==> src/sv/rsls_pkg.sv <==
// Shared types and constants for the relative-step lamp sequencer.
// Used by the channel interfaces, the mapping unit, the divider and the top level.
// No dependencies.
package rsls_pkg;

    // Widths of the believed step values and of the millisecond counter
    localparam int STEP_BITS  = 8;
    localparam int DELAY_BITS = 16;

    localparam logic [STEP_BITS-1:0]  STEP_MAX  = {STEP_BITS{1'b1}};
    localparam logic [DELAY_BITS-1:0] DELAY_MAX = {DELAY_BITS{1'b1}};

    // Payload field widths
    localparam int FUNC_W   = 2;
    localparam int FRAC_W   = 11;
    localparam int FRAC_SH  = 10;
    localparam int MIRED_W  = 10;
    localparam int CMD_W    = 3;
    localparam int PCT_W    = 7;

    // Percent scale of the colour mapping
    localparam int PCT_SCALE = 100;

    // Divider geometry: dividend holds (warmest - mireds) * 100, divisor holds a mireds span
    localparam int DIV_NUM_W = 17;
    localparam int DIV_DEN_W = MIRED_W;
    localparam int DIV_CNT_W = $clog2(DIV_NUM_W);

    // Request kinds
    localparam logic [FUNC_W-1:0] FUNC_SET      = 2'd0;
    localparam logic [FUNC_W-1:0] FUNC_TICK     = 2'd1;
    localparam logic [FUNC_W-1:0] FUNC_CALIB    = 2'd2;
    localparam logic [FUNC_W-1:0] FUNC_OVERRIDE = 2'd3;

    // Step commands
    localparam logic [CMD_W-1:0] CMD_NONE   = 3'd0;
    localparam logic [CMD_W-1:0] CMD_DIM_UP = 3'd1;
    localparam logic [CMD_W-1:0] CMD_DIM_DN = 3'd2;
    localparam logic [CMD_W-1:0] CMD_COLDER = 3'd3;
    localparam logic [CMD_W-1:0] CMD_WARMER = 3'd4;

    // Transition modes
    localparam logic [1:0] MODE_IDLE   = 2'd0;
    localparam logic [1:0] MODE_TOGGLE = 2'd1;
    localparam logic [1:0] MODE_BRIGHT = 2'd2;
    localparam logic [1:0] MODE_COLOR  = 2'd3;

    // Register map (index = paddr / 4)
    localparam int REG_IDX_W = 3;
    localparam int PADDR_W   = REG_IDX_W + 2;
    localparam logic [REG_IDX_W-1:0] REG_BRIGHT_CNT = 3'd0;
    localparam logic [REG_IDX_W-1:0] REG_COLOR_CNT  = 3'd1;
    localparam logic [REG_IDX_W-1:0] REG_COLDEST    = 3'd2;
    localparam logic [REG_IDX_W-1:0] REG_WARMEST    = 3'd3;
    localparam logic [REG_IDX_W-1:0] REG_DELAY      = 3'd4;

    localparam logic [7:0]            RST_BRIGHT_CNT = 8'd10;
    localparam logic [7:0]            RST_COLOR_CNT  = 8'd10;
    localparam logic [MIRED_W-1:0]    RST_COLDEST    = 10'd153;
    localparam logic [MIRED_W-1:0]    RST_WARMEST    = 10'd370;
    localparam logic [DELAY_BITS-1:0] RST_DELAY      = 16'd100;

    typedef logic [STEP_BITS-1:0]  t_step;
    typedef logic [DELAY_BITS-1:0] t_delay;

    // Mapping configuration handed to the mapping unit
    typedef struct packed {
        t_step              bright_cnt;
        t_step              color_cnt;
        logic [MIRED_W-1:0] coldest;
        logic [MIRED_W-1:0] warmest;
    } t_map_cfg;

    // Lamp sequencer state
    typedef struct packed {
        logic       first_sync;
        logic       power_now;
        logic       power_goal;
        logic       power_pending;
        t_step      bright_now;
        t_step      color_now;
        t_step      bright_goal;
        logic       bright_pending;
        t_step      color_goal;
        logic       color_pending;
        logic [1:0] mode;
        logic       step_up;
        t_step      steps_left;
        t_delay     since;
        logic       publish_due;
        logic       calib;
    } t_lamp;

    // Lamp state after reset: first sync due, everything else clear
    localparam t_lamp LAMP_RST = '{first_sync: 1'b1, default: '0};

    // One result item
    typedef struct packed {
        logic [CMD_W-1:0] step_cmd;
        logic             toggle_sent;
        logic             publish;
        logic             lamp_on;
        t_step            brightness_now;
        t_step            color_now;
        logic             busy_res;
        logic             calibrating;
    } t_res;

endpackage

==> src/sv/rsls_if.sv <==
// Valid/ready channel interfaces for lamp requests and lamp results.
// Depends on rsls_pkg.
interface rsls_in_if;
    logic                         valid;
    logic                         ready;
    logic [rsls_pkg::FUNC_W-1:0]  func;
    logic                         power_on;
    logic [rsls_pkg::FRAC_W-1:0]  brightness_frac;
    logic [rsls_pkg::MIRED_W-1:0] color_mireds;

    modport source (output valid, func, power_on, brightness_frac, color_mireds, input ready);
    modport sink   (input valid, func, power_on, brightness_frac, color_mireds, output ready);
endinterface

interface rsls_out_if;
    logic                       valid;
    logic                       ready;
    logic [rsls_pkg::CMD_W-1:0] step_cmd;
    logic                       toggle_sent;
    logic                       publish;
    logic                       lamp_on;
    rsls_pkg::t_step            brightness_now;
    rsls_pkg::t_step            color_now;
    logic                       busy_res;
    logic                       calibrating;

    modport source (output valid, step_cmd, toggle_sent, publish, lamp_on, brightness_now,
                    color_now, busy_res, calibrating, input ready);
    modport sink   (input valid, step_cmd, toggle_sent, publish, lamp_on, brightness_now,
                    color_now, busy_res, calibrating, output ready);
endinterface

==> src/sv/rsls_div.sv <==
// Restoring divider, one quotient bit per cycle, used for the colour percent division.
// Depends on rsls_pkg.
module rsls_div (
    input  logic                            i_clk,
    input  logic                            i_rst_n,
    input  logic                            i_start,
    input  logic [rsls_pkg::DIV_NUM_W-1:0]  i_num,
    input  logic [rsls_pkg::DIV_DEN_W-1:0]  i_den,
    output logic                            o_done,
    output logic [rsls_pkg::DIV_NUM_W-1:0]  o_quo
);

    localparam logic [rsls_pkg::DIV_CNT_W-1:0] LAST = rsls_pkg::DIV_CNT_W'(rsls_pkg::DIV_NUM_W - 1);

    logic                             r_busy;
    logic                             r_done;
    logic [rsls_pkg::DIV_CNT_W-1:0]   r_cnt;
    logic [rsls_pkg::DIV_NUM_W-1:0]   r_quo;
    logic [rsls_pkg::DIV_DEN_W-1:0]   r_rem;
    logic [rsls_pkg::DIV_DEN_W-1:0]   r_den;
    logic [rsls_pkg::DIV_DEN_W:0]     rem_sh;
    logic                             fits;

    // Shift in the next dividend bit and try the subtract
    assign rem_sh = {r_rem, r_quo[rsls_pkg::DIV_NUM_W-1]};
    assign fits   = rem_sh >= {1'b0, r_den};

    // Control
    always_ff @(posedge i_clk) begin
        if (!i_rst_n) begin
            r_busy <= 1'b0;
            r_done <= 1'b0;
            r_cnt  <= '0;
        end else begin
            r_done <= 1'b0;
            if (i_start) begin
                r_busy <= 1'b1;
                r_cnt  <= '0;
            end else if (r_busy) begin
                if (r_cnt == LAST) begin
                    r_busy <= 1'b0;
                    r_done <= 1'b1;
                end else begin
                    r_cnt <= r_cnt + 1'b1;
                end
            end
        end
    end

    // Datapath
    always_ff @(posedge i_clk) begin
        if (i_start) begin
            r_quo <= i_num;
            r_rem <= '0;
            r_den <= i_den;
        end else if (r_busy) begin
            r_rem <= fits ? rsls_pkg::DIV_DEN_W'(rem_sh - {1'b0, r_den})
                          : rem_sh[rsls_pkg::DIV_DEN_W-1:0];
            r_quo <= {r_quo[rsls_pkg::DIV_NUM_W-2:0], fits};
        end
    end

    assign o_done = r_done;
    assign o_quo  = r_quo;

    // Checks
    a_done_not_busy: assert property (@(posedge i_clk) disable iff (!i_rst_n)
        r_done |-> !r_busy) else $error("divider done while busy");

endmodule

==> src/sv/rsls_map.sv <==
// Maps a set request to brightness and colour step targets.
// Sequences the divider for the colour percent, then scales percent to steps by a
// reciprocal multiply. Depends on rsls_pkg and rsls_div.
module rsls_map (
    input  logic                          i_clk,
    input  logic                          i_rst_n,
    input  logic                          i_start,
    input  logic [rsls_pkg::FRAC_W-1:0]   i_frac,
    input  logic [rsls_pkg::MIRED_W-1:0]  i_mireds,
    input  rsls_pkg::t_map_cfg            i_cfg,
    output logic                          o_done,
    output rsls_pkg::t_step               o_tb,
    output rsls_pkg::t_step               o_tc
);

    localparam logic [1:0] M_IDLE = 2'd0;
    localparam logic [1:0] M_PCT  = 2'd1;
    localparam logic [1:0] M_TC0  = 2'd2;
    localparam logic [1:0] M_TC   = 2'd3;

    localparam int BR_PROD_W = rsls_pkg::FRAC_W + rsls_pkg::STEP_BITS;

    // floor(x / 100) as (x * 10486) >> 20, exact for x up to 100 * 255
    localparam int                      TC_NUM_W     = rsls_pkg::PCT_W + rsls_pkg::STEP_BITS;
    localparam int                      PCT_RECIP_W  = 14;
    localparam int                      PCT_RECIP_SH = 20;
    localparam logic [PCT_RECIP_W-1:0]  PCT_RECIP    = 14'd10486;
    localparam int                      TC_PROD_W    = TC_NUM_W + PCT_RECIP_W;

    logic [1:0]                       r_mstate;
    logic [1:0]                       n_mstate;
    logic                             r_done;
    rsls_pkg::t_step                  r_tb;
    rsls_pkg::t_step                  r_tc;
    logic [rsls_pkg::PCT_W-1:0]       r_pct;
    logic [TC_NUM_W-1:0]              r_tcn;

    logic [BR_PROD_W-1:0]             br_prod;
    logic [BR_PROD_W-rsls_pkg::FRAC_SH-1:0] br_raw;
    rsls_pkg::t_step                  tb;
    logic                             at_warm;
    logic                             at_cold;
    logic [rsls_pkg::MIRED_W-1:0]     span_m;
    logic [rsls_pkg::DIV_NUM_W-1:0]   pct_num;
    logic [TC_NUM_W-1:0]              tc_num;
    logic [TC_PROD_W-1:0]             tc_prod;
    logic                             div_start;
    logic [rsls_pkg::DIV_DEN_W-1:0]   div_den;
    logic                             div_done;
    logic [rsls_pkg::DIV_NUM_W-1:0]   div_quo;

    // Brightness: frac * count / 1024, clamped to count
    assign br_prod = BR_PROD_W'(i_frac) * BR_PROD_W'(i_cfg.bright_cnt);
    assign br_raw  = br_prod[BR_PROD_W-1:rsls_pkg::FRAC_SH];
    assign tb      = (br_raw > (BR_PROD_W-rsls_pkg::FRAC_SH)'(i_cfg.bright_cnt))
                   ? i_cfg.bright_cnt : rsls_pkg::STEP_BITS'(br_raw);

    // Colour percent end cases come before any division
    assign at_warm = i_mireds >= i_cfg.warmest;
    assign at_cold = i_mireds <= i_cfg.coldest;
    assign span_m  = i_cfg.warmest - i_mireds;
    assign pct_num = rsls_pkg::DIV_NUM_W'(span_m) * rsls_pkg::DIV_NUM_W'(rsls_pkg::PCT_SCALE);

    // Percent to steps: one multiply per cycle
    assign tc_num  = TC_NUM_W'(r_pct) * TC_NUM_W'(i_cfg.color_cnt);
    assign tc_prod = TC_PROD_W'(r_tcn) * TC_PROD_W'(PCT_RECIP);

    // Divider operands
    assign div_start = (r_mstate == M_IDLE) && i_start && !at_warm && !at_cold;
    assign div_den   = rsls_pkg::DIV_DEN_W'(i_cfg.warmest - i_cfg.coldest);

    rsls_div u_div (
        .i_clk   (i_clk),
        .i_rst_n (i_rst_n),
        .i_start (div_start),
        .i_num   (pct_num),
        .i_den   (div_den),
        .o_done  (div_done),
        .o_quo   (div_quo)
    );

    // Sequencer
    always_comb begin
        n_mstate = r_mstate;
        case (r_mstate)
            M_IDLE: begin
                if (i_start) begin
                    n_mstate = (at_warm || at_cold) ? M_TC0 : M_PCT;
                end
            end
            M_PCT: begin
                if (div_done) begin
                    n_mstate = M_TC0;
                end
            end
            M_TC0: n_mstate = M_TC;
            M_TC:  n_mstate = M_IDLE;
            default: n_mstate = M_IDLE;
        endcase
    end

    always_ff @(posedge i_clk) begin
        if (!i_rst_n) begin
            r_mstate <= M_IDLE;
            r_done   <= 1'b0;
        end else begin
            r_mstate <= n_mstate;
            r_done   <= (r_mstate == M_TC);
        end
    end

    // Results
    always_ff @(posedge i_clk) begin
        if (r_mstate == M_IDLE && i_start) begin
            r_tb  <= tb;
            r_pct <= at_warm ? '0 : rsls_pkg::PCT_W'(rsls_pkg::PCT_SCALE);
        end
        if (r_mstate == M_PCT && div_done) begin
            r_pct <= div_quo[rsls_pkg::PCT_W-1:0];
        end
        if (r_mstate == M_TC0) begin
            r_tcn <= tc_num;
        end
        if (r_mstate == M_TC) begin
            r_tc <= tc_prod[PCT_RECIP_SH +: rsls_pkg::STEP_BITS];
        end
    end

    assign o_done = r_done;
    assign o_tb   = r_tb;
    assign o_tc   = r_tc;

    // Checks
    a_pct_range: assert property (@(posedge i_clk) disable iff (!i_rst_n)
        (r_mstate == M_TC0) |-> (r_pct <= rsls_pkg::PCT_W'(rsls_pkg::PCT_SCALE)))
        else $error("colour percent out of range");

endmodule

==> src/sv/relative_step_lamp_sequencer_core.sv <==
// Top level of the relative-step lamp sequencer: request channel, result register,
// APB configuration registers and the lamp step/toggle state.
// Depends on rsls_pkg, rsls_if and rsls_map.
//
//  channel  | dir | handshake      | payload
//  ---------+-----+----------------+------------------------------------------------
//  i_in     | in  | valid / ready  | func, power_on, brightness_frac, color_mireds
//  o_out    | out | valid / ready  | step_cmd, toggle_sent, publish, lamp_on,
//           |     |                | brightness_now, color_now, busy_res, calibrating
//  apb      | in  | psel / penable | paddr, pwrite, pwdata, prdata, pready (always 1)
//
// A set request with a mid-range colour runs one divider pass, then percent-to-step
// scaling (M_TC0, M_TC) and the handoff to S_APPLY; at or past either end of the
// mireds range it skips the division. Tick, calibrate and override go straight to S_APPLY.
// One request is in flight at a time; the next is taken once its result is registered.
// A stalled result waits in the output register and blocks only the next update.
// Synchronous active-low reset; no clearing pass.
module relative_step_lamp_sequencer_core (
    input  logic                             i_clk,
    input  logic                             i_rst_n,
    rsls_in_if.sink                          i_in,
    rsls_out_if.source                       o_out,
    input  logic                             psel,
    input  logic                             penable,
    input  logic                             pwrite,
    input  logic [rsls_pkg::PADDR_W-1:0]     paddr,
    input  logic [31:0]                      pwdata,
    output logic [31:0]                      prdata,
    output logic                             pready
);

    localparam logic [1:0] S_IDLE  = 2'd0;
    localparam logic [1:0] S_MAP   = 2'd1;
    localparam logic [1:0] S_APPLY = 2'd2;

    logic [1:0]                      r_state;
    logic [1:0]                      n_state;
    logic [rsls_pkg::FUNC_W-1:0]     r_func;
    logic                            r_pw;
    rsls_pkg::t_lamp                 r_st;
    rsls_pkg::t_lamp                 n_st;
    logic                            r_out_valid;
    rsls_pkg::t_res                  r_out;
    rsls_pkg::t_res                  n_out;

    rsls_pkg::t_step                 r_bright_cnt;
    rsls_pkg::t_step                 r_color_cnt;
    logic [rsls_pkg::MIRED_W-1:0]    r_coldest;
    logic [rsls_pkg::MIRED_W-1:0]    r_warmest;
    rsls_pkg::t_delay                r_delay;

    rsls_pkg::t_map_cfg              map_cfg;
    logic                            map_done;
    rsls_pkg::t_step                 map_tb;
    rsls_pkg::t_step                 map_tc;
    logic                            accept;
    logic                            out_free;
    logic                            apply_fire;
    logic                            cfg_wr;
    logic [rsls_pkg::REG_IDX_W-1:0]  reg_idx;

    // Start the next transition from the pending goals, power first
    function automatic rsls_pkg::t_lamp lamp_advance(input rsls_pkg::t_lamp a);
        rsls_pkg::t_lamp b;
        b = a;
        if (b.power_pending) begin
            b.mode  = rsls_pkg::MODE_TOGGLE;
            b.since = '0;
        end else if (b.bright_pending && b.bright_goal != b.bright_now) begin
            b.step_up    = b.bright_goal > b.bright_now;
            b.steps_left = b.step_up ? b.bright_goal - b.bright_now
                                     : b.bright_now - b.bright_goal;
            b.mode       = rsls_pkg::MODE_BRIGHT;
            b.since      = rsls_pkg::DELAY_MAX;
        end else begin
            b.bright_pending = 1'b0;
            if (b.color_pending && b.color_goal != b.color_now) begin
                b.step_up    = b.color_goal > b.color_now;
                b.steps_left = b.step_up ? b.color_goal - b.color_now
                                         : b.color_now - b.color_goal;
                b.mode       = rsls_pkg::MODE_COLOR;
                b.since      = rsls_pkg::DELAY_MAX;
            end else begin
                b.color_pending = 1'b0;
                b.mode          = rsls_pkg::MODE_IDLE;
                b.calib         = 1'b0;
            end
        end
        return b;
    endfunction

    // One step in the walk direction, saturating at both ends
    function automatic rsls_pkg::t_step nudge(input rsls_pkg::t_step v, input logic up);
        if (up) begin
            return (v == rsls_pkg::STEP_MAX) ? v : v + 1'b1;
        end
        return (v == '0) ? v : v - 1'b1;
    endfunction

    // Handshakes
    assign accept     = i_in.valid && i_in.ready;
    assign i_in.ready = (r_state == S_IDLE);
    assign out_free   = !r_out_valid || o_out.ready;
    assign apply_fire = (r_state == S_APPLY) && out_free;

    // Target mapping
    assign map_cfg = '{bright_cnt: r_bright_cnt, color_cnt: r_color_cnt,
                       coldest: r_coldest, warmest: r_warmest};

    rsls_map u_map (
        .i_clk    (i_clk),
        .i_rst_n  (i_rst_n),
        .i_start  (accept && i_in.func == rsls_pkg::FUNC_SET),
        .i_frac   (i_in.brightness_frac),
        .i_mireds (i_in.color_mireds),
        .i_cfg    (map_cfg),
        .o_done   (map_done),
        .o_tb     (map_tb),
        .o_tc     (map_tc)
    );

    // Request sequencing
    always_comb begin
        n_state = r_state;
        case (r_state)
            S_IDLE: begin
                if (accept) begin
                    n_state = (i_in.func == rsls_pkg::FUNC_SET) ? S_MAP : S_APPLY;
                end
            end
            S_MAP: begin
                if (map_done) begin
                    n_state = S_APPLY;
                end
            end
            S_APPLY: begin
                if (out_free) begin
                    n_state = S_IDLE;
                end
            end
            default: n_state = S_IDLE;
        endcase
    end

    // Lamp state update for one request
    always_comb begin
        logic done;
        n_st  = r_st;
        n_out = '0;
        done  = 1'b0;
        case (r_func)
            rsls_pkg::FUNC_SET: begin
                if (r_st.first_sync) begin
                    n_st.first_sync = 1'b0;
                    n_st.power_now  = r_pw;
                    n_st.bright_now = map_tb;
                    n_st.color_now  = map_tc;
                end else begin
                    if (r_pw != r_st.power_now) begin
                        n_st.power_goal    = r_pw;
                        n_st.power_pending = 1'b1;
                    end
                    if (r_pw) begin
                        if (map_tb != r_st.bright_now) begin
                            n_st.bright_goal    = map_tb;
                            n_st.bright_pending = 1'b1;
                        end
                        if (map_tc != r_st.color_now) begin
                            n_st.color_goal    = map_tc;
                            n_st.color_pending = 1'b1;
                        end
                    end
                    if (r_st.mode == rsls_pkg::MODE_IDLE) begin
                        n_st = lamp_advance(n_st);
                        n_out.toggle_sent = (n_st.mode == rsls_pkg::MODE_TOGGLE);
                    end
                end
            end
            rsls_pkg::FUNC_TICK: begin
                n_out.publish    = r_st.publish_due;
                n_st.publish_due = 1'b0;
                if (r_st.since != rsls_pkg::DELAY_MAX) begin
                    n_st.since = r_st.since + 1'b1;
                end
                if (r_st.mode != rsls_pkg::MODE_IDLE &&
                    (n_st.since >= r_delay || n_st.since == rsls_pkg::DELAY_MAX)) begin
                    n_st.since = '0;
                    if (r_st.mode == rsls_pkg::MODE_TOGGLE) begin
                        n_st.power_now     = r_st.power_goal;
                        n_st.power_pending = 1'b0;
                        done               = 1'b1;
                    end else begin
                        if (r_st.steps_left != '0) begin
                            if (r_st.mode == rsls_pkg::MODE_BRIGHT) begin
                                n_out.step_cmd  = r_st.step_up ? rsls_pkg::CMD_DIM_UP
                                                               : rsls_pkg::CMD_DIM_DN;
                                n_st.bright_now = nudge(r_st.bright_now, r_st.step_up);
                            end else begin
                                n_out.step_cmd  = r_st.step_up ? rsls_pkg::CMD_COLDER
                                                               : rsls_pkg::CMD_WARMER;
                                n_st.color_now  = nudge(r_st.color_now, r_st.step_up);
                            end
                            n_st.steps_left = r_st.steps_left - 1'b1;
                        end
                        done = (n_st.steps_left == '0);
                    end
                    if (done) begin
                        n_st.mode = rsls_pkg::MODE_IDLE;
                        n_st      = lamp_advance(n_st);
                        n_out.toggle_sent = (n_st.mode == rsls_pkg::MODE_TOGGLE);
                        if (n_st.mode == rsls_pkg::MODE_IDLE) begin
                            n_st.publish_due = 1'b1;
                        end
                    end
                end
            end
            rsls_pkg::FUNC_CALIB: begin
                if (!r_st.calib) begin
                    n_st.calib          = 1'b1;
                    n_st.bright_now     = r_bright_cnt;
                    n_st.color_now      = '0;
                    n_st.power_now      = 1'b1;
                    n_st.bright_goal    = '0;
                    n_st.color_goal     = r_color_cnt;
                    n_st.bright_pending = 1'b1;
                    n_st.color_pending  = 1'b1;
                    if (r_st.mode == rsls_pkg::MODE_IDLE) begin
                        n_st = lamp_advance(n_st);
                        n_out.toggle_sent = (n_st.mode == rsls_pkg::MODE_TOGGLE);
                    end
                end
            end
            rsls_pkg::FUNC_OVERRIDE: begin
                n_st.power_now   = r_pw;
                n_st.publish_due = 1'b1;
            end
            default: n_st = r_st;
        endcase
        n_out.lamp_on        = n_st.power_now;
        n_out.brightness_now = n_st.bright_now;
        n_out.color_now      = n_st.color_now;
        n_out.busy_res       = (n_st.mode != rsls_pkg::MODE_IDLE);
        n_out.calibrating    = n_st.calib;
    end

    // Control registers
    always_ff @(posedge i_clk) begin
        if (!i_rst_n) begin
            r_state     <= S_IDLE;
            r_out_valid <= 1'b0;
            r_st        <= rsls_pkg::LAMP_RST;
        end else begin
            r_state <= n_state;
            if (apply_fire) begin
                r_st        <= n_st;
                r_out_valid <= 1'b1;
            end else if (o_out.ready) begin
                r_out_valid <= 1'b0;
            end
        end
    end

    // Payload registers
    always_ff @(posedge i_clk) begin
        if (accept) begin
            r_func <= i_in.func;
            r_pw   <= i_in.power_on;
        end
        if (apply_fire) begin
            r_out <= n_out;
        end
    end

    // Configuration registers
    assign cfg_wr  = psel && penable && pwrite && pready;
    assign reg_idx = paddr[rsls_pkg::PADDR_W-1:2];
    assign pready  = 1'b1;

    always_ff @(posedge i_clk) begin
        if (!i_rst_n) begin
            r_bright_cnt <= rsls_pkg::RST_BRIGHT_CNT;
            r_color_cnt  <= rsls_pkg::RST_COLOR_CNT;
            r_coldest    <= rsls_pkg::RST_COLDEST;
            r_warmest    <= rsls_pkg::RST_WARMEST;
            r_delay      <= rsls_pkg::RST_DELAY;
        end else if (cfg_wr) begin
            case (reg_idx)
                rsls_pkg::REG_BRIGHT_CNT: r_bright_cnt <= pwdata[rsls_pkg::STEP_BITS-1:0];
                rsls_pkg::REG_COLOR_CNT:  r_color_cnt  <= pwdata[rsls_pkg::STEP_BITS-1:0];
                rsls_pkg::REG_COLDEST:    r_coldest    <= pwdata[rsls_pkg::MIRED_W-1:0];
                rsls_pkg::REG_WARMEST:    r_warmest    <= pwdata[rsls_pkg::MIRED_W-1:0];
                rsls_pkg::REG_DELAY:      r_delay      <= pwdata[rsls_pkg::DELAY_BITS-1:0];
                default: ;
            endcase
        end
    end

    // Register readback
    always_comb begin
        case (reg_idx)
            rsls_pkg::REG_BRIGHT_CNT: prdata = 32'(r_bright_cnt);
            rsls_pkg::REG_COLOR_CNT:  prdata = 32'(r_color_cnt);
            rsls_pkg::REG_COLDEST:    prdata = 32'(r_coldest);
            rsls_pkg::REG_WARMEST:    prdata = 32'(r_warmest);
            rsls_pkg::REG_DELAY:      prdata = 32'(r_delay);
            default:                  prdata = '0;
        endcase
    end

    // Result channel
    assign o_out.valid          = r_out_valid;
    assign o_out.step_cmd       = r_out.step_cmd;
    assign o_out.toggle_sent    = r_out.toggle_sent;
    assign o_out.publish        = r_out.publish;
    assign o_out.lamp_on        = r_out.lamp_on;
    assign o_out.brightness_now = r_out.brightness_now;
    assign o_out.color_now      = r_out.color_now;
    assign o_out.busy_res       = r_out.busy_res;
    assign o_out.calibrating    = r_out.calibrating;

    // Checks
    a_map_done_in_map: assert property (@(posedge i_clk) disable iff (!i_rst_n)
        map_done |-> (r_state == S_MAP)) else $error("mapping finished outside map state");

    a_walk_has_steps: assert property (@(posedge i_clk) disable iff (!i_rst_n)
        (r_st.mode == rsls_pkg::MODE_BRIGHT || r_st.mode == rsls_pkg::MODE_COLOR)
        |-> (r_st.steps_left != '0)) else $error("step walk with no steps left");

    a_apply_loads_out: assert property (@(posedge i_clk) disable iff (!i_rst_n)
        apply_fire |=> (r_out_valid && r_state == S_IDLE))
        else $error("result not registered after update");

    a_toggle_mode: assert property (@(posedge i_clk) disable iff (!i_rst_n)
        apply_fire && n_out.toggle_sent |-> (n_st.mode == rsls_pkg::MODE_TOGGLE))
        else $error("toggle sent without toggle mode");

endmodule
==> src/flat_wrapper.sv <==
// flat-port wrapper written by rule: the top's interface ports become plain ports
module relative_step_lamp_sequencer_core_flat 
  (i_clk, i_rst_n, psel, penable, pwrite, paddr, pwdata, prdata, pready, i_in_valid, i_in_func, i_in_power_on, i_in_brightness_frac, i_in_color_mireds, i_in_ready, o_out_valid, o_out_step_cmd, o_out_toggle_sent, o_out_publish, o_out_lamp_on, o_out_brightness_now, o_out_color_now, o_out_busy_res, o_out_calibrating, o_out_ready);
  rsls_in_if i_in_i ();
  rsls_out_if o_out_i ();
  input  logic i_clk;
  input  logic i_rst_n;
  input  logic psel;
  input  logic penable;
  input  logic pwrite;
  input  logic [rsls_pkg::PADDR_W-1:0] paddr;
  input  logic [31:0] pwdata;
  output logic [31:0] prdata;
  output logic pready;
  input wire logic [$bits(i_in_i.valid)-1:0] i_in_valid;
  input wire logic [$bits(i_in_i.func)-1:0] i_in_func;
  input wire logic [$bits(i_in_i.power_on)-1:0] i_in_power_on;
  input wire logic [$bits(i_in_i.brightness_frac)-1:0] i_in_brightness_frac;
  input wire logic [$bits(i_in_i.color_mireds)-1:0] i_in_color_mireds;
  output wire logic [$bits(i_in_i.ready)-1:0] i_in_ready;
  output wire logic [$bits(o_out_i.valid)-1:0] o_out_valid;
  output wire logic [$bits(o_out_i.step_cmd)-1:0] o_out_step_cmd;
  output wire logic [$bits(o_out_i.toggle_sent)-1:0] o_out_toggle_sent;
  output wire logic [$bits(o_out_i.publish)-1:0] o_out_publish;
  output wire logic [$bits(o_out_i.lamp_on)-1:0] o_out_lamp_on;
  output wire logic [$bits(o_out_i.brightness_now)-1:0] o_out_brightness_now;
  output wire logic [$bits(o_out_i.color_now)-1:0] o_out_color_now;
  output wire logic [$bits(o_out_i.busy_res)-1:0] o_out_busy_res;
  output wire logic [$bits(o_out_i.calibrating)-1:0] o_out_calibrating;
  input wire logic [$bits(o_out_i.ready)-1:0] o_out_ready;
  assign i_in_i.valid = i_in_valid;
  assign i_in_i.func = i_in_func;
  assign i_in_i.power_on = i_in_power_on;
  assign i_in_i.brightness_frac = i_in_brightness_frac;
  assign i_in_i.color_mireds = i_in_color_mireds;
  assign i_in_ready = i_in_i.ready;
  assign o_out_valid = o_out_i.valid;
  assign o_out_step_cmd = o_out_i.step_cmd;
  assign o_out_toggle_sent = o_out_i.toggle_sent;
  assign o_out_publish = o_out_i.publish;
  assign o_out_lamp_on = o_out_i.lamp_on;
  assign o_out_brightness_now = o_out_i.brightness_now;
  assign o_out_color_now = o_out_i.color_now;
  assign o_out_busy_res = o_out_i.busy_res;
  assign o_out_calibrating = o_out_i.calibrating;
  assign o_out_i.ready = o_out_ready;
  relative_step_lamp_sequencer_core u_core (.i_clk(i_clk), .i_rst_n(i_rst_n), .i_in(i_in_i), .o_out(o_out_i), .psel(psel), .penable(penable), .pwrite(pwrite), .paddr(paddr), .pwdata(pwdata), .prdata(prdata), .pready(pready));
endmodule
==> config.mk <==
export PLATFORM = sky130hd
export DESIGN_NAME = relative_step_lamp_sequencer_core_flat
export DESIGN_NICKNAME = d
export VERILOG_FILES = /design/src/sv/rsls_pkg.sv /design/src/sv/rsls_if.sv /design/src/sv/rsls_div.sv /design/src/sv/rsls_map.sv /design/src/sv/relative_step_lamp_sequencer_core.sv /design/src/flat_wrapper.sv
export SDC_FILE = /design/constraint.sdc
export NUM_CORES = 1
export LEC_CHECK = 0
export ABC_CLOCK_PERIOD_IN_PS = 7000
export CAP_MARGIN = 20
export CORE_MARGIN = 2
export CORE_UTILIZATION = 60
export CTS_BUF_LIST = sky130_fd_sc_hd__clkbuf_2 sky130_fd_sc_hd__clkbuf_4 sky130_fd_sc_hd__clkbuf_8
export CTS_CLUSTER_SIZE = 28
export DETAILED_ROUTE_END_ITERATION = 6
export DONT_BUFFER_PORTS = 1
export GPL_TIMING_DRIVEN = 0
export PLACE_DENSITY = 0.82
export SLEW_MARGIN = 20
export SYNTH_ARGS = -nofsm -noshare
export SYNTH_HDL_FRONTEND = slang
export SYNTH_SLANG_ARGS = --single-unit
==> constraint.sdc <==
create_clock -name i_clk -period 7 [get_ports i_clk]
set_clock_uncertainty 0.1 [all_clocks]
set_input_delay 1.4 -clock i_clk [delete_from_list [all_inputs] [get_ports i_clk]]
set_output_delay 1.4 -clock i_clk [all_outputs]
set_load 0.01 [all_outputs]
==> flow_summary.json <==
{
  "syn_area_um2": 25900,
  "root_buffer": "clkbuf_8",
  "outcome": "finished, violations left",
  "fin_tns_setup_ps": 0,
  "synthArstFlopShare": 0,
  "grt_antenna_before_repair": 1,
  "fill_cells": 3560,
  "synth_largest_area_cell": "ha_1",
  "fmax_mhz": 146,
  "drt_wl_total_um": 74200,
  "initialDrtViolationCount": 2252,
  "ys_seq_area_frac": 0.215,
  "vdd_drop_max_mv": 0.390,
  "area.growth.synth_to_final_pct": 7.93,
  "cp-start-kind": "input pin",
  "drv_cap": 0,
  "hold_viol": 0,
  "die_h_um": 212,
  "via_per_inst": 6.07,
  "die_w_um": 212,
  "synthMostInstantiatedCell": "inv_1",
  "clk_pin_slew_ps": 60,
  "ys.flop_type": "dfxtp_1",
  "synth_top_area_frac": 0.165,
  "grt_pass1_vias": 22600,
  "crit_slowest_cell": "fa_1",
  "nets": 3680,
  "end_kind": "flop",
  "gp_congestion": 1.12,
  "worst_slew_pin_slew_ps": 1010,
  "drive_gt1_frac": 0.0628,
  "grt_pass1_wl_um": 118000,
  "power.density_nw_per_um2": 327,
  "final.period_utilization": 0.976,
  "ys_types": 91,
  "overflow": 0,
  "cts_max_level": 2,
  "crit_type": "input pin to flop",
  "synth_edf_count": 90,
  "final_util": 0.653,
  "clk_latency_ps": 650,
  "syn_area_per_cell_um2": 8.52,
  "io_buffers": 0,
  "finalMaxSlewViolations": 0,
  "grt_usage": 0.334,
  "start_util": 0.605,
  "wl_per_cell_um": 19.9,
  "ant_nets": 0,
  "yosys_warnings": 0,
  "insertedDiodeCount": 0,
  "cp_slowest_stage_delay_ps": 540,
  "synthTopCellsByArea": "ha_1 (17%), fa_1 (13%), dfxtp_1 (11%)",
  "relSlewSlack": 0.323,
  "via_count": 22600,
  "clk_path_buf_depth": 3,
  "fp-row-count": 76,
  "min_period_ps": 6840,
  "required_ps": 7260,
  "die_area_um2": 44900,
  "setup_viol": 0,
  "grt_max_degree": 20,
  "numCtsBuffers": 43,
  "hold_path.class": "flop to flop",
  "syn_inst": 3044,
  "coreArea_um2": 42900,
  "synth_common_cells": "inv_1 (428), ha_1 (342), nand2_1 (292), fa_1 (166), o21ai_0 (165)",
  "violations": "DRC",
  "drc": 6,
  "critical_path.cell_chain": "and2_1 > fa_1 > fa_1 > inv_1 > fa_1 > inv_1 > fa_2 > ha_2 > a2111oi_4 > o31ai_4 > a221oi_4 > buf_4 > o21ai_1 > a21oi_1 > ha_1 > o21a_1 > o21a_1 > o21a_1 > o21ai_2 > nand2b_1 > a21oi_1 > o22a_1 > buf_6 > mux2_4",
  "crit_arrival_ps": 7090,
  "io_pins": 127,
  "dr.pass1.iters": 7,
  "leakagePower_nw": 12.8,
  "cts.sinks": 234,
  "place_hpwl_um": 59000,
  "cts_tree": "done",
  "crit_fanout": 8,
  "ys_ff_latch": 234
}
cell usage in the layout, fill, tap and decap left out, drive strengths merged, types with 44 or more instances in the layout:
master | netlist | layout
a21boi | 44 | 44
a21o | 45 | 45
a21oi | 149 | 149
and2 | 116 | 116
clkbuf | 112 | 165
dfxtp | 144 | 144
edfxtp | 90 | 90
fa | 166 | 166
ha | 342 | 342
inv | 428 | 429
mux2i | 84 | 84
nand2 | 292 | 292
nand3 | 52 | 52
nor2 | 161 | 161
nor2b | 58 | 58
nor3 | 46 | 46
o21ai | 172 | 172
xnor2 | 75 | 75
power breakdown:
| part | leakage [nW] | internal, mW | switching, mW |
|---|---|---|---|
| Clock | 0.542 | 0.973 | 0.660 |
| Sequential | 2.00 | 1.63 | 0.142 |
| Combinational | 10.3 | 2.52 | 3.24 |
| Total | 12.8 | 5.13 | 4.04 |
what timing repair did:
| action | in CTS | in global routing |
|---|---|---|
| endpoints found under the setup margin | 8 | 9 |
| setup buffers | 0 | 2 |
| resized for setup | 8 | 35 |
| pin swaps | 0 | 3 |
| hold buffers | 0 | 0 |
critical path, delay by kind of cell:
family          cells  cell delay (ps)
buf+inv             4              440
compound gates     11             2280
simple gates        2              220
fa+ha+maj           6             2460
mux                 1              310
worst paths after layout:
path / cells past startpoint / slack (ps) / from / end
min reg2reg: 2 / 380 / u_core.r_delay[8]$_SDFFE_PN0P_ / u_core.r_delay[8]$_SDFFE_PN0P_
max: 24 / 160 / i_in_brightness_frac[1] / u_core.u_map.o_tb[3]$_DFFE_PP_
max reg2reg: 26 / 200 / u_core.r_bright_cnt[7]$_SDFFE_PN0P_ / u_core.u_map.o_tb[3]$_DFFE_PP_
min: 2 / 380 / u_core.r_delay[8]$_SDFFE_PN0P_ / u_core.r_delay[8]$_SDFFE_PN0P_
per-stage QoR:
| step | std cells | hold slack, ps | setup WS [ps] | cell area [um2] | power [mW] |
|---|---|---|---|---|---|
| floorplan | 3059 | 346 | 32.8 | 26100 | 6.05 |
| global placement | 3644 | 356 | -245 | 26800 | 7.12 |
| detailed placement | 3645 | 375 | -410 | 26800 | 7.51 |
| CTS | 3723 | 384 | 42.6 | 27900 | 9.16 |
| global route | 3724 | 401 | -69.5 | 28000 | 10.0 |
| finish | 3724 | 383 | 165 | 28000 | 9.16 |
routing by layer:
metal,GRT usage,up-vias,part of all wire
met1,0.415,10800,0.39
li1,-,10500,-
met3,0.0722,256,0.090
met4,0.160,0,0.053
met5,0,-,0
met2,0.552,1088,0.46
cell type report:
| cell class | instances | area, um2 | share of cell area |
|---|---|---|---|
| plain buffers | 139 | 636 | 0.0227 |
| clock buffers | 59 | 762 | 0.0272 |
| clock inverters | 21 | 299 | 0.0107 |
| inverters | 429 | 1610 | 0.0575 |
| multi-input cells | 2254 | 18300 | 0.654 |
| flip-flops and latches | 234 | 5600 | 0.200 |
| well taps | 585 | 732 | 0.0262 |
| repair buffers | 3 | 42.5 | 0.00152 |
registers in the layout, summed over array words and instances (netlist names), 2 cells and up:
| name | count |
|---|---|
| u_core.r_warmest | 10 |
| u_core.r_state | 2 |
| u_core.u_map.r_mstate | 2 |
| u_core.o_out.color_now | 8 |
| u_core.u_map.o_tc | 8 |
| u_core.o_out.brightness_now | 8 |
| u_core.u_map.u_div.r_cnt | 5 |
| u_core.u_map.r_tcn | 15 |
| u_core.r_bright_cnt | 8 |
| u_core.u_map.u_div.r_rem | 10 |
| u_core.r_color_cnt | 8 |
| u_core.o_out.step_cmd | 3 |
| u_core.u_map.o_tb | 8 |
| u_core.r_delay | 16 |
| u_core.r_func | 2 |
| u_core.r_st | 67 |
| u_core.u_map.u_div.o_quo | 17 |
| u_core.r_coldest | 10 |
| u_core.u_map.r_pct | 7 |
| u_core.u_map.u_div.r_den | 10 |
kinds of logic (layout without fill, tap and decap cells):
logic type               Yosys count  after routing  share of synthesized area
adder cells (fa/ha/maj)          508            508                      0.293
XOR/XNOR                         108            108                     0.0365
AND/OR/NAND/NOR                  860            860                      0.163
buffers and inverters            571            651                     0.0860
multiplexers                     110            110                     0.0437
flip-flops                       234            234                      0.215
other                              2             17                   0.000290
AO/OA/AOI/OAI                    651            651                      0.162
Note: power is estimated with default switching activity, not from simulation.
